<file path="src/hdl/ritb_pkg.sv">
// Package for the rule image transition blender: widths, register indexes,
// the per-item selection code and the divider step used by the pipeline.
// Depends on nothing; used by rule_image_transition_blend.
package ritb_pkg;

    localparam int PixW     = 32;
    localparam int ChanW    = 8;
    localparam int NumChan  = PixW / ChanW;
    localparam int RuleW    = 8;
    localparam int PhaseW   = 10;
    localparam int LevelW   = 9;
    localparam int CfgIdxW  = 4;
    localparam int CfgDataW = 10;
    localparam int InDataW  = 2 * PixW + RuleW;
    localparam int NumW     = PhaseW + ChanW;
    localparam int QuoW     = 8;
    localparam int DivSteps = 2;
    localparam int DivStgs  = QuoW / DivSteps;

    // Configuration register indexes
    localparam logic [CfgIdxW-1:0] CFG_PHASE  = 4'd0;
    localparam logic [CfgIdxW-1:0] CFG_RAMP   = 4'd1;
    localparam logic [CfgIdxW-1:0] CFG_LEVEL1 = 4'd2;
    localparam logic [CfgIdxW-1:0] CFG_LEVEL2 = 4'd3;

    // Reset values of the configuration registers
    localparam logic [PhaseW-1:0] PHASE_RST  = 10'd0;
    localparam logic [PhaseW-1:0] RAMP_RST   = 10'd0;
    localparam logic [LevelW-1:0] LEVEL1_RST = 9'd256;
    localparam logic [LevelW-1:0] LEVEL2_RST = 9'd0;

    // Top of the rule range, where the ramp is cut
    localparam logic [LevelW-1:0] RULE_SPAN = 9'd256;
    localparam logic [ChanW-1:0]  W_FULL    = 8'd255;

    // How an item's result is formed
    typedef enum logic [2:0] {
        SEL_FIRST,
        SEL_SECOND,
        SEL_FULL,
        SEL_ZERO,
        SEL_RAMP
    } t_sel;

    // Fields that travel with an item down the pipeline
    typedef struct packed {
        logic [PixW-1:0] p1;
        logic [PixW-1:0] p2;
        logic            eol;
        t_sel            sel;
    } t_item;

    // State of the divider between two of its stages
    typedef struct packed {
        logic [PhaseW-1:0] rem;
        logic [QuoW-1:0]   quo;
        logic [QuoW-1:0]   lo;
    } t_div;

    // One restoring division step: returns {quotient bit, new remainder}.
    function automatic logic [PhaseW:0] div_step(input logic [PhaseW-1:0] rem,
                                                 input logic              nbit,
                                                 input logic [PhaseW-1:0] den);
        logic [PhaseW:0] t;
        logic [PhaseW:0] d;
        t = {rem, nbit};
        d = t - {1'b0, den};
        if (t >= {1'b0, den}) begin
            div_step = {1'b1, d[PhaseW-1:0]};
        end else begin
            div_step = {1'b0, t[PhaseW-1:0]};
        end
    endfunction

endpackage

</file>
<file path="src/hdl/rule_image_transition_blend.sv">
// Rule image transition blender, top level: eight-stage pixel pipeline.
// Depends on ritb_pkg for widths, register indexes, types and the divider step.
//
// Takes one pixel pair with its rule byte per clock and returns one blended
// pixel per clock once the pipeline is full, unless the output stalls.
// The weight divider is pipelined and resolves two quotient bits in each of its
// four stages. Each stage only waits when the stage after it is full and
// stalled, so gaps in the stream are absorbed and the input keeps being taken
// while a result waits at the output, as long as an empty stage remains.
// Configuration registers: 0 transition phase, 1 ramp width, 2 first-source
// level, 3 second-source level; other indexes are ignored. Write them only
// while no item is in flight.
module rule_image_transition_blend (
    input  logic                          i_clk,
    input  logic                          i_rst_n,
    // Input stream
    input  logic                          i_s_axis_tvalid,
    output logic                          o_s_axis_tready,
    // tdata: [31:0] first_pixel, [63:32] second_pixel, [71:64] rule_value
    input  logic [ritb_pkg::InDataW-1:0]  i_s_axis_tdata,
    input  logic                          i_s_axis_tlast,
    // Output stream
    output logic                          o_m_axis_tvalid,
    input  logic                          i_m_axis_tready,
    // tdata: [31:0] blended_pixel
    output logic [ritb_pkg::PixW-1:0]     o_m_axis_tdata,
    output logic                          o_m_axis_tlast,
    // Configuration write channel
    input  logic                          i_cfg_valid,
    output logic                          o_cfg_ready,
    input  logic [ritb_pkg::CfgIdxW-1:0]  i_cfg_index,
    input  logic [ritb_pkg::CfgDataW-1:0] i_cfg_data
);

    // Configuration registers
    logic [ritb_pkg::PhaseW-1:0] r_phase;
    logic [ritb_pkg::PhaseW-1:0] r_vague;
    logic [ritb_pkg::LevelW-1:0] r_level1;
    logic [ritb_pkg::LevelW-1:0] r_level2;

    // Pipeline state: stages 1 to 7, the output register is stage 8
    logic                  r_v    [1:7];
    ritb_pkg::t_item       r_item [1:7];
    logic [8:1]            rdy;
    logic [ritb_pkg::PhaseW-1:0] r_d;
    logic [ritb_pkg::NumW-1:0]   r_num;
    ritb_pkg::t_div        r_div  [3:6];
    logic [ritb_pkg::PixW-1:0]   r_step;
    logic                        r_out_v;
    logic [ritb_pkg::PixW-1:0]   r_out_data;
    logic                        r_out_last;

    // Stage 1 decode signals
    logic [ritb_pkg::RuleW-1:0]   in_rule;
    logic signed [ritb_pkg::PhaseW:0] start;
    logic signed [ritb_pkg::PhaseW:0] rule_s;
    logic signed [ritb_pkg::PhaseW:0] rel;
    logic [ritb_pkg::LevelW-1:0]  ramp_end;
    ritb_pkg::t_sel               n_sel;
    ritb_pkg::t_item              n_item0;

    // Stage 7 and output signals
    logic [ritb_pkg::ChanW-1:0]   weight;
    logic [ritb_pkg::PixW-1:0]    n_step;
    logic [ritb_pkg::PixW-1:0]    n_out_data;

    // Configuration writes are always taken
    assign o_cfg_ready = 1'b1;

    always_ff @(posedge i_clk) begin
        if (!i_rst_n) begin
            r_phase  <= ritb_pkg::PHASE_RST;
            r_vague  <= ritb_pkg::RAMP_RST;
            r_level1 <= ritb_pkg::LEVEL1_RST;
            r_level2 <= ritb_pkg::LEVEL2_RST;
        end else if (i_cfg_valid) begin
            case (i_cfg_index)
                ritb_pkg::CFG_PHASE:  r_phase  <= i_cfg_data;
                ritb_pkg::CFG_RAMP:   r_vague  <= i_cfg_data;
                ritb_pkg::CFG_LEVEL1: r_level1 <= i_cfg_data[ritb_pkg::LevelW-1:0];
                ritb_pkg::CFG_LEVEL2: r_level2 <= i_cfg_data[ritb_pkg::LevelW-1:0];
                default: ;
            endcase
        end
    end

    // Flow control: a stage loads when it is empty or its item moves on
    assign rdy[8] = !r_out_v || i_m_axis_tready;
    generate
        for (genvar g = 1; g <= 7; g++) begin : g_rdy
            assign rdy[g] = !r_v[g] || rdy[g+1];
        end
    endgenerate
    assign o_s_axis_tready = rdy[1];

    // Stage 1: classify the rule byte against the levels and the ramp
    always_comb begin
        in_rule  = i_s_axis_tdata[2*ritb_pkg::PixW +: ritb_pkg::RuleW];
        start    = $signed({1'b0, r_phase}) - $signed({1'b0, r_vague});
        rule_s   = $signed({3'b000, in_rule});
        rel      = rule_s - start;
        ramp_end = (r_phase > {1'b0, ritb_pkg::RULE_SPAN}) ? ritb_pkg::RULE_SPAN
                                                          : r_phase[ritb_pkg::LevelW-1:0];
        if ({1'b0, in_rule} >= r_level1) begin
            n_sel = ritb_pkg::SEL_FIRST;
        end else if ({1'b0, in_rule} < r_level2) begin
            n_sel = ritb_pkg::SEL_SECOND;
        end else if (rule_s < start) begin
            n_sel = ritb_pkg::SEL_FULL;
        end else if (({1'b0, in_rule} >= ramp_end) || (r_vague == '0)) begin
            n_sel = ritb_pkg::SEL_ZERO;
        end else begin
            n_sel = ritb_pkg::SEL_RAMP;
        end
        n_item0.p1  = i_s_axis_tdata[0 +: ritb_pkg::PixW];
        n_item0.p2  = i_s_axis_tdata[ritb_pkg::PixW +: ritb_pkg::PixW];
        n_item0.eol = i_s_axis_tlast;
        n_item0.sel = n_sel;
    end

    // Valid bits and the fields that ride along with each item
    always_ff @(posedge i_clk) begin
        if (!i_rst_n) begin
            r_v[1] <= 1'b0;
        end else if (rdy[1]) begin
            r_v[1] <= i_s_axis_tvalid;
        end
    end

    always_ff @(posedge i_clk) begin
        if (rdy[1]) begin
            r_item[1] <= n_item0;
            r_d       <= rel[ritb_pkg::PhaseW-1:0];
        end
    end

    generate
        for (genvar g = 2; g <= 7; g++) begin : g_stage
            always_ff @(posedge i_clk) begin
                if (!i_rst_n) begin
                    r_v[g] <= 1'b0;
                end else if (rdy[g]) begin
                    r_v[g] <= r_v[g-1];
                end
            end

            always_ff @(posedge i_clk) begin
                if (rdy[g]) begin
                    r_item[g] <= r_item[g-1];
                end
            end
        end
    endgenerate

    // Stage 2: dividend is the ramp offset times 255
    always_ff @(posedge i_clk) begin
        if (rdy[2]) begin
            r_num <= {r_d, ritb_pkg::ChanW'(0)} - {ritb_pkg::ChanW'(0), r_d};
        end
    end

    // Stages 3 to 6: restoring divider by the ramp width, two bits a stage.
    // The quotient stays below 255 because the offset is below the width.
    generate
        for (genvar g = 0; g < ritb_pkg::DivStgs; g++) begin : g_div
            ritb_pkg::t_div          div_in;
            ritb_pkg::t_div          div_out;
            logic [ritb_pkg::PhaseW:0] s0;
            logic [ritb_pkg::PhaseW:0] s1;

            if (g == 0) begin : g_first
                assign div_in.rem = r_num[ritb_pkg::NumW-1:ritb_pkg::QuoW];
                assign div_in.quo = '0;
                assign div_in.lo  = r_num[ritb_pkg::QuoW-1:0];
            end else begin : g_next
                assign div_in = r_div[g+2];
            end

            always_comb begin
                s0 = ritb_pkg::div_step(div_in.rem, div_in.lo[ritb_pkg::QuoW-1], r_vague);
                s1 = ritb_pkg::div_step(s0[ritb_pkg::PhaseW-1:0],
                                        div_in.lo[ritb_pkg::QuoW-2], r_vague);
                div_out.rem = s1[ritb_pkg::PhaseW-1:0];
                div_out.quo = {div_in.quo[ritb_pkg::QuoW-3:0],
                               s0[ritb_pkg::PhaseW], s1[ritb_pkg::PhaseW]};
                div_out.lo  = {div_in.lo[ritb_pkg::QuoW-3:0], 2'b00};
            end

            always_ff @(posedge i_clk) begin
                if (rdy[g+3]) begin
                    r_div[g+3] <= div_out;
                end
            end
        end
    endgenerate

    // Stage 7: weight and the per-channel products (b - a) * w
    always_comb begin
        case (r_item[6].sel)
            ritb_pkg::SEL_RAMP: weight = ritb_pkg::W_FULL - r_div[6].quo;
            ritb_pkg::SEL_FULL: weight = ritb_pkg::W_FULL;
            default:            weight = '0;
        endcase
    end

    generate
        for (genvar c = 0; c < ritb_pkg::NumChan; c++) begin : g_mul
            logic signed [ritb_pkg::ChanW:0]     diff;
            logic signed [2*ritb_pkg::ChanW+1:0] prod;
            assign diff = $signed({1'b0, r_item[6].p2[c*ritb_pkg::ChanW +: ritb_pkg::ChanW]})
                        - $signed({1'b0, r_item[6].p1[c*ritb_pkg::ChanW +: ritb_pkg::ChanW]});
            assign prod = diff * $signed({1'b0, weight});
            // Bits 15..8 are floor(prod / 256) modulo 256
            assign n_step[c*ritb_pkg::ChanW +: ritb_pkg::ChanW] =
                prod[2*ritb_pkg::ChanW-1:ritb_pkg::ChanW];
        end
    endgenerate

    always_ff @(posedge i_clk) begin
        if (rdy[7]) begin
            r_step <= n_step;
        end
    end

    // Output stage: pick a source pixel or add the steps channel by channel
    always_comb begin
        case (r_item[7].sel)
            ritb_pkg::SEL_FIRST:  n_out_data = r_item[7].p1;
            ritb_pkg::SEL_SECOND: n_out_data = r_item[7].p2;
            default: begin
                for (int c = 0; c < ritb_pkg::NumChan; c++) begin
                    n_out_data[c*ritb_pkg::ChanW +: ritb_pkg::ChanW] =
                        r_item[7].p1[c*ritb_pkg::ChanW +: ritb_pkg::ChanW]
                        + r_step[c*ritb_pkg::ChanW +: ritb_pkg::ChanW];
                end
            end
        endcase
    end

    always_ff @(posedge i_clk) begin
        if (!i_rst_n) begin
            r_out_v <= 1'b0;
        end else if (rdy[8]) begin
            r_out_v <= r_v[7];
        end
    end

    always_ff @(posedge i_clk) begin
        if (rdy[8]) begin
            r_out_data <= n_out_data;
            r_out_last <= r_item[7].eol;
        end
    end

    assign o_m_axis_tvalid = r_out_v;
    assign o_m_axis_tdata  = r_out_data;
    assign o_m_axis_tlast  = r_out_last;

`ifndef ASSERT_OFF
    // An accepted input item always lands in the first stage
    a_input_lands: assert property (@(posedge i_clk) disable iff (!i_rst_n)
        (i_s_axis_tvalid && o_s_axis_tready) |=> r_v[1])
        else $error("accepted item did not enter stage 1");

    // The divider remainder stays below the ramp width for ramp items
    a_rem_bound: assert property (@(posedge i_clk) disable iff (!i_rst_n)
        (r_v[6] && r_item[6].sel == ritb_pkg::SEL_RAMP) |-> (r_div[6].rem < r_vague))
        else $error("divider remainder out of range");

    // The ramp quotient never reaches full weight, so the weight stays above zero
    a_quo_bound: assert property (@(posedge i_clk) disable iff (!i_rst_n)
        (r_v[6] && r_item[6].sel == ritb_pkg::SEL_RAMP) |-> (r_div[6].quo != 8'hFF))
        else $error("ramp quotient too large");

    // A zero-select item has zero weight and gives zero steps in every channel
    a_zero_step: assert property (@(posedge i_clk) disable iff (!i_rst_n)
        (r_v[7] && r_item[7].sel == ritb_pkg::SEL_ZERO) |-> (r_step == '0))
        else $error("zero weight produced a non-zero step");

    // A first-source item leaves with the first pixel unchanged
    a_first_pass: assert property (@(posedge i_clk) disable iff (!i_rst_n)
        (rdy[8] && r_v[7] && r_item[7].sel == ritb_pkg::SEL_FIRST)
        |=> (o_m_axis_tdata == $past(r_item[7].p1)))
        else $error("first-source item altered");
`endif

endmodule
</file>
<file path="config.mk">
export PLATFORM = sky130hd
export DESIGN_NAME = rule_image_transition_blend
export DESIGN_NICKNAME = d
export VERILOG_FILES = /design/src/hdl/ritb_pkg.sv /design/src/hdl/rule_image_transition_blend.sv
export SDC_FILE = /design/constraint.sdc
export NUM_CORES = 2
export LEC_CHECK = 0
export BUFFER_PORTS_ARGS = -buffer_cell sky130_fd_sc_hd__buf_2
export CAP_MARGIN = 20
export CELL_PAD_IN_SITES_DETAIL_PLACEMENT = 0
export CELL_PAD_IN_SITES_GLOBAL_PLACEMENT = 1
export CORE_AREA = 2 2 298 300
export CTS_BUF_LIST = sky130_fd_sc_hd__clkbuf_16
export DETAILED_ROUTE_END_ITERATION = 12
export DIE_AREA = 0 0 300 302
export GPL_ROUTABILITY_DRIVEN = 0
export PLACE_DENSITY_LB_ADDON = 0.1
export SLEW_MARGIN = 10
export SYNTH_ARGS = -nofsm -noshare
export SYNTH_HDL_FRONTEND = slang
export SYNTH_SLANG_ARGS = --single-unit
</file>
<file path="constraint.sdc">
create_clock -name i_clk -period 19.5 [get_ports i_clk]
set_input_delay 0.975 -clock i_clk [delete_from_list [all_inputs] [get_ports i_clk]]
set_output_delay 0.975 -clock i_clk [all_outputs]
set_load 0.02 [all_outputs]
</file>
== Word-level counts from Yosys, hierarchy flattened ==
Memory sizes are Yosys's and may differ from the RTL's.
Cells that the tools add are included.
Word-level totals
  bits in registers: 132
  RAM bits: 579
  bits of input ports: 92
  output and inout bits: 36
  logic and storage cells: 138
  memories kept: 3
Cells by class
  add/subtract/negate cells: 20
  multipliers: 4
  $lt $le $gt $ge: 13
  equality and inequality tests: 6
  multiplexer cells: 51
  bitwise gates (word level): 7
  reduce and logical (&&, ||, !) cells: 24
Memories
  r_item: depth 7, width 68, rd ports 7, clocked after Yosys merged registers in 0, wr ports 7, RTL line rule_image_transition_blend.sv:43  | ritb_pkg::t_item r_item [1:7];
  r_div: depth 4, width 24, rd ports 4, clocked after Yosys merged registers in 0, wr ports 4, RTL line rule_image_transition_blend.sv:47  | ritb_pkg::t_div r_div [3:6];
  r_v: depth 7, width 1, rd ports 7, clocked after Yosys merged registers in 0, wr ports 7, RTL line rule_image_transition_blend.sv:42  | logic r_v [1:7];
Operators by type and width (number)
  $ge 11x10->1: 8
  $mux 11: 8
  $sub 10x10->10: 8
  $mul 9x9->16: 4
  $pmux 32 s2: 1
  $mux 1: 36
  $sub 8x8->9: 4
  $add 8x8->8: 4
  $ge 8x9->1: 2
  $sub 18x10->18: 1
  $pmux 8 s2: 1
  $mux 3: 4
  $lt 9x11->1: 1
  $sub 10x10->11: 1
  $gt 10x9->1 const B: 1
  $logic_not 10->1: 1
  $sub 9x10->10: 1
  $logic_or 1x1->1: 9
  $lt 8x9->1: 1
  $mux 9: 1
  $eq 4x2->1 const B: 2
  $logic_not 1->1: 8
  $reduce_and 2->1: 4
  $sub 8x8->8 const A: 1
  7 further kinds: 13

== Longest topological paths before layout ==
  depth after elaboration: 13
  depth in mapped cells: 26
  depth with buffers taken out: 26

== Worst setup path before layout ==
Ideal clock, no wire load.
  kind: register to register
  start point: register, netlist name r_item[0][436]
  end point: register r_step[31] (netlist bit), data pin
  library setup time: 0.260 ns
  arrival: 5.900 ns
  required time: 19.240 ns
  slack: 13.340 ns
  stages on the path, launching flop included: 25
  buffers on the path: 0
  clock period less this slack: 6.160 ns
  path through: edfxtp_1 -> inv_1 -> ha_1 -> inv_1 -> fa_1 -> a21oi_1 -> nor2b_1 -> o31a_1 -> o41ai_1 -> nand2_1 -> fa_1 -> inv_1 -> fa_1 -> fa_1 -> inv_1 -> fa_1 -> inv_1 -> ha_1 -> o21a_1 -> o21a_1 -> o21ai_0 -> a21oi_1 -> o21a_1 -> a21oi_1 -> xnor2_1
RTL lines
  end signal: assignment: RTL line rule_image_transition_blend.sv:221  | r_step <= n_step;
  end: declaration: RTL line rule_image_transition_blend.sv:48  | logic [ritb_pkg::PixW-1:0] r_step;

==> out/metrics.csv <==
metric,value,unit
dpl_cell_area,0.04113,mm^2
syn_area,0.03898,mm^2
ctsHoldBuffers,0,
worst_slew_pin_slew,1.088,ns
period_minus_slack,6.683,ns
drive_above_1_share,10.22,%
ys_ff_latch,677,
ios,128,
row_count,109,
grtUsageMet1,28.29,%
cp.arrival,7.03,ns
post-route-util,49.74,%
cap_violations,0,
setup_viol,0,
hold_viol_final,0,
worst-setup-path-type,reg -> reg,
holdWs,0.4057,ns
wl_per_cell,18.54,um
grt_pass1_vias,24180,
vias,23050,
p_leak,18.43,nW
slew_viol_final,0,
cts_setup_buffers,0,
synth_fp_nets,3748,
rsz0062_at_grt,false,
grt_max_degree,87,
drc,0,
worstHoldPathType,reg -> reg,
setup-tns-final,0,ns
synth_edf_count,638,
synth-seq-area-share,51.16,%
cts_sinks,677,
worstRegToRegCells,23,
path_max_fanout,8,
synthArstFlopShare,0,%
drt_iter0_drc,1390,
fin_crit_sh,34.27,%
cts-buffers-inserted,75,
detail-route-antenna-nets,0,
cp.required,19.85,ns
final_area,0.04355,mm^2
die_h,302,um
fin_nets,3930,
status,completed,
clk_latency,0.63,ns
critPathLaunchType,flop,
clockBufferDepth,3,
vias_per_cell,5.088,
ir_worst_vdd,0.07301,mV
fmax,149.6,MHz
htreeDepth,3,
die_area,0.09060,mm^2
start_util,44.52,%
antenna_found_initial,2,
netlist_instances,3131,
grt_first_pass_wirelength,134.5,mm
busiest_layer,met2,
grt_util_met2,29.51,%
finalWirelength,83.99,mm
r2r_slack,12.82,ns
gr-usage-met3,2.966,%
grt.total_usage,19.17,%
fp.coreArea,0.08756,mm^2
fin_worst_skew,0.03538,ns
avgSynthCellArea,12.45,um^2
maxSlewHeadroom,27.12,%
cts-resized-gates,0,
cts-root-buf,clkbuf_16,
io_buffers,126,
crit_path_end_kind,flop,
cts_tree,done,
finalPower,0.007043,W
synth_cell_type_count,73,
dr.pass1.iters,5,
synth-main-ff-cell,edfxtp_1,
path_clk_slew,0.06,ns
fp.dieW,300,um
overflow,0,
ys_warn_count,0,
whs_path_depth,0,
dp_hpwl,63.35,mm
p_per_area,161.7,mW/mm^2
area_delta_synth_final,11.74,%
==> worst max-delay path, cell delays in order (launching register included) <==
cell      delay (ns)
edfxtp_1        0.45
ha_1            0.32
nor2b_1         0.14
o21ai_0         0.11
a21boi_0        0.50
o21ai_0         0.18
a21oi_1         0.18
xor2_1          0.56
nand2_1         0.16
fa_1            0.53
inv_1           0.05
fa_1            0.46
fa_1            0.54
inv_1           0.05
fa_1            0.54
inv_1           0.04
ha_1            0.20
or3_1           0.38
nor3_1          0.14
a22oi_1         0.10
o21ai_0         0.22
nor2_1          0.11
a211oi_1        0.30
xnor2_1         0.12
==> through the flow <==
| stage | cells | setup WS, ns |
|---|---|---|
| final | 4531 | 12.82 |
| after global routing | 4530 | 12.32 |
| after CTS | 4526 | 12.74 |
| after detailed placement | 4397 | 12.76 |
| after global placement | 4397 | 12.83 |
| after floorplan | 3131 | 13.34 |
==> power breakdown <==
part	switching, W	internal, W	leakage (nW)
sequential	0.000117	0.00196	7.05
clock	0.000559	0.000781	1.20
combinational	0.00201	0.00161	10.2
total	0.00269	0.00435	18.4
==> worst paths after layout <==
path,startpoint,to
max reg2reg,r_item[0][429],r_step[23]
min,r_item[0][356],r_item[0][424]
max,r_item[0][429],r_step[23]
min reg2reg,r_item[0][356],r_item[0][424]
==> cell families (layout without fill, tap and decap cells) <==
group	Yosys count	after routing	share of synthesized area [%]
multiplexers	113	113	3.114
buffers and inverters	503	737	4.911
AO/OA/AOI/OAI	397	397	6.594
flip-flops	677	677	51.16
adder cells (fa/ha/maj)	525	525	21.34
AND/OR/NAND/NOR	738	738	8.898
XOR/XNOR	177	177	3.977
other	1	2	0.009621
==> final cells by class <==
cell class	instances	area (um^2)
antenna	1	2.502
clock buffer	75	1877
clock inverter	54	454.2
fill	7701	44000
inverter	449	1697
multi-input combinational	1951	17190
sequential	677	19940
tap	1165	1458
timing repair buffer	159	935.9
==> flip-flops by register name, indices dropped and copies added, names as in the netlist, 10 cells and up <==
name	flops
r_div	62
o_m_axis_tdata	32
r_item	476
r_step	32
r_phase	10
r_d	10
r_vague	10
r_num	18
==> cell usage in the layout, fill, tap and decap left out, types with 94 or more instances in the layout <==
cell	n
a21oi_1	132
nand2_1	197
xnor2_1	129
fa_1	233
ha_1	292
inv_1	461
nor2b_1	94
edfxtp_1	638
nor2_1	248
buf_2	126
==> metal layers <==
| metal | wire (um) | vias to the layer above |
|---|---|---|
| met3 | 4194 | 101 |
| met4 | 1817 | 0 |
| met5 | 0 | - |
| met1 | 40770 | 11340 |
| met2 | 37210 | 474 |
| li1 | - | 11130 |
==> synth_stat cells, types with 41 or more instances <==
cell / number / area (um^2)
edfxtp_1: 638 / 19160
a21oi_1: 132 / 660.6
ha_1: 292 / 3654
o21ai_0: 80 / 400.4
nor2b_1: 94 / 588.1
nor2_1: 251 / 942.2
xnor2_1: 129 / 1130
clkbuf_1: 43 / 161.4
fa_1: 233 / 4664
mux2i_1: 68 / 680.7
inv_1: 448 / 1682
nand2_1: 200 / 750.7
nor3_1: 41 / 205.2
xor2_1: 48 / 420.4
Note: power is estimated with default switching activity, not from simulation.
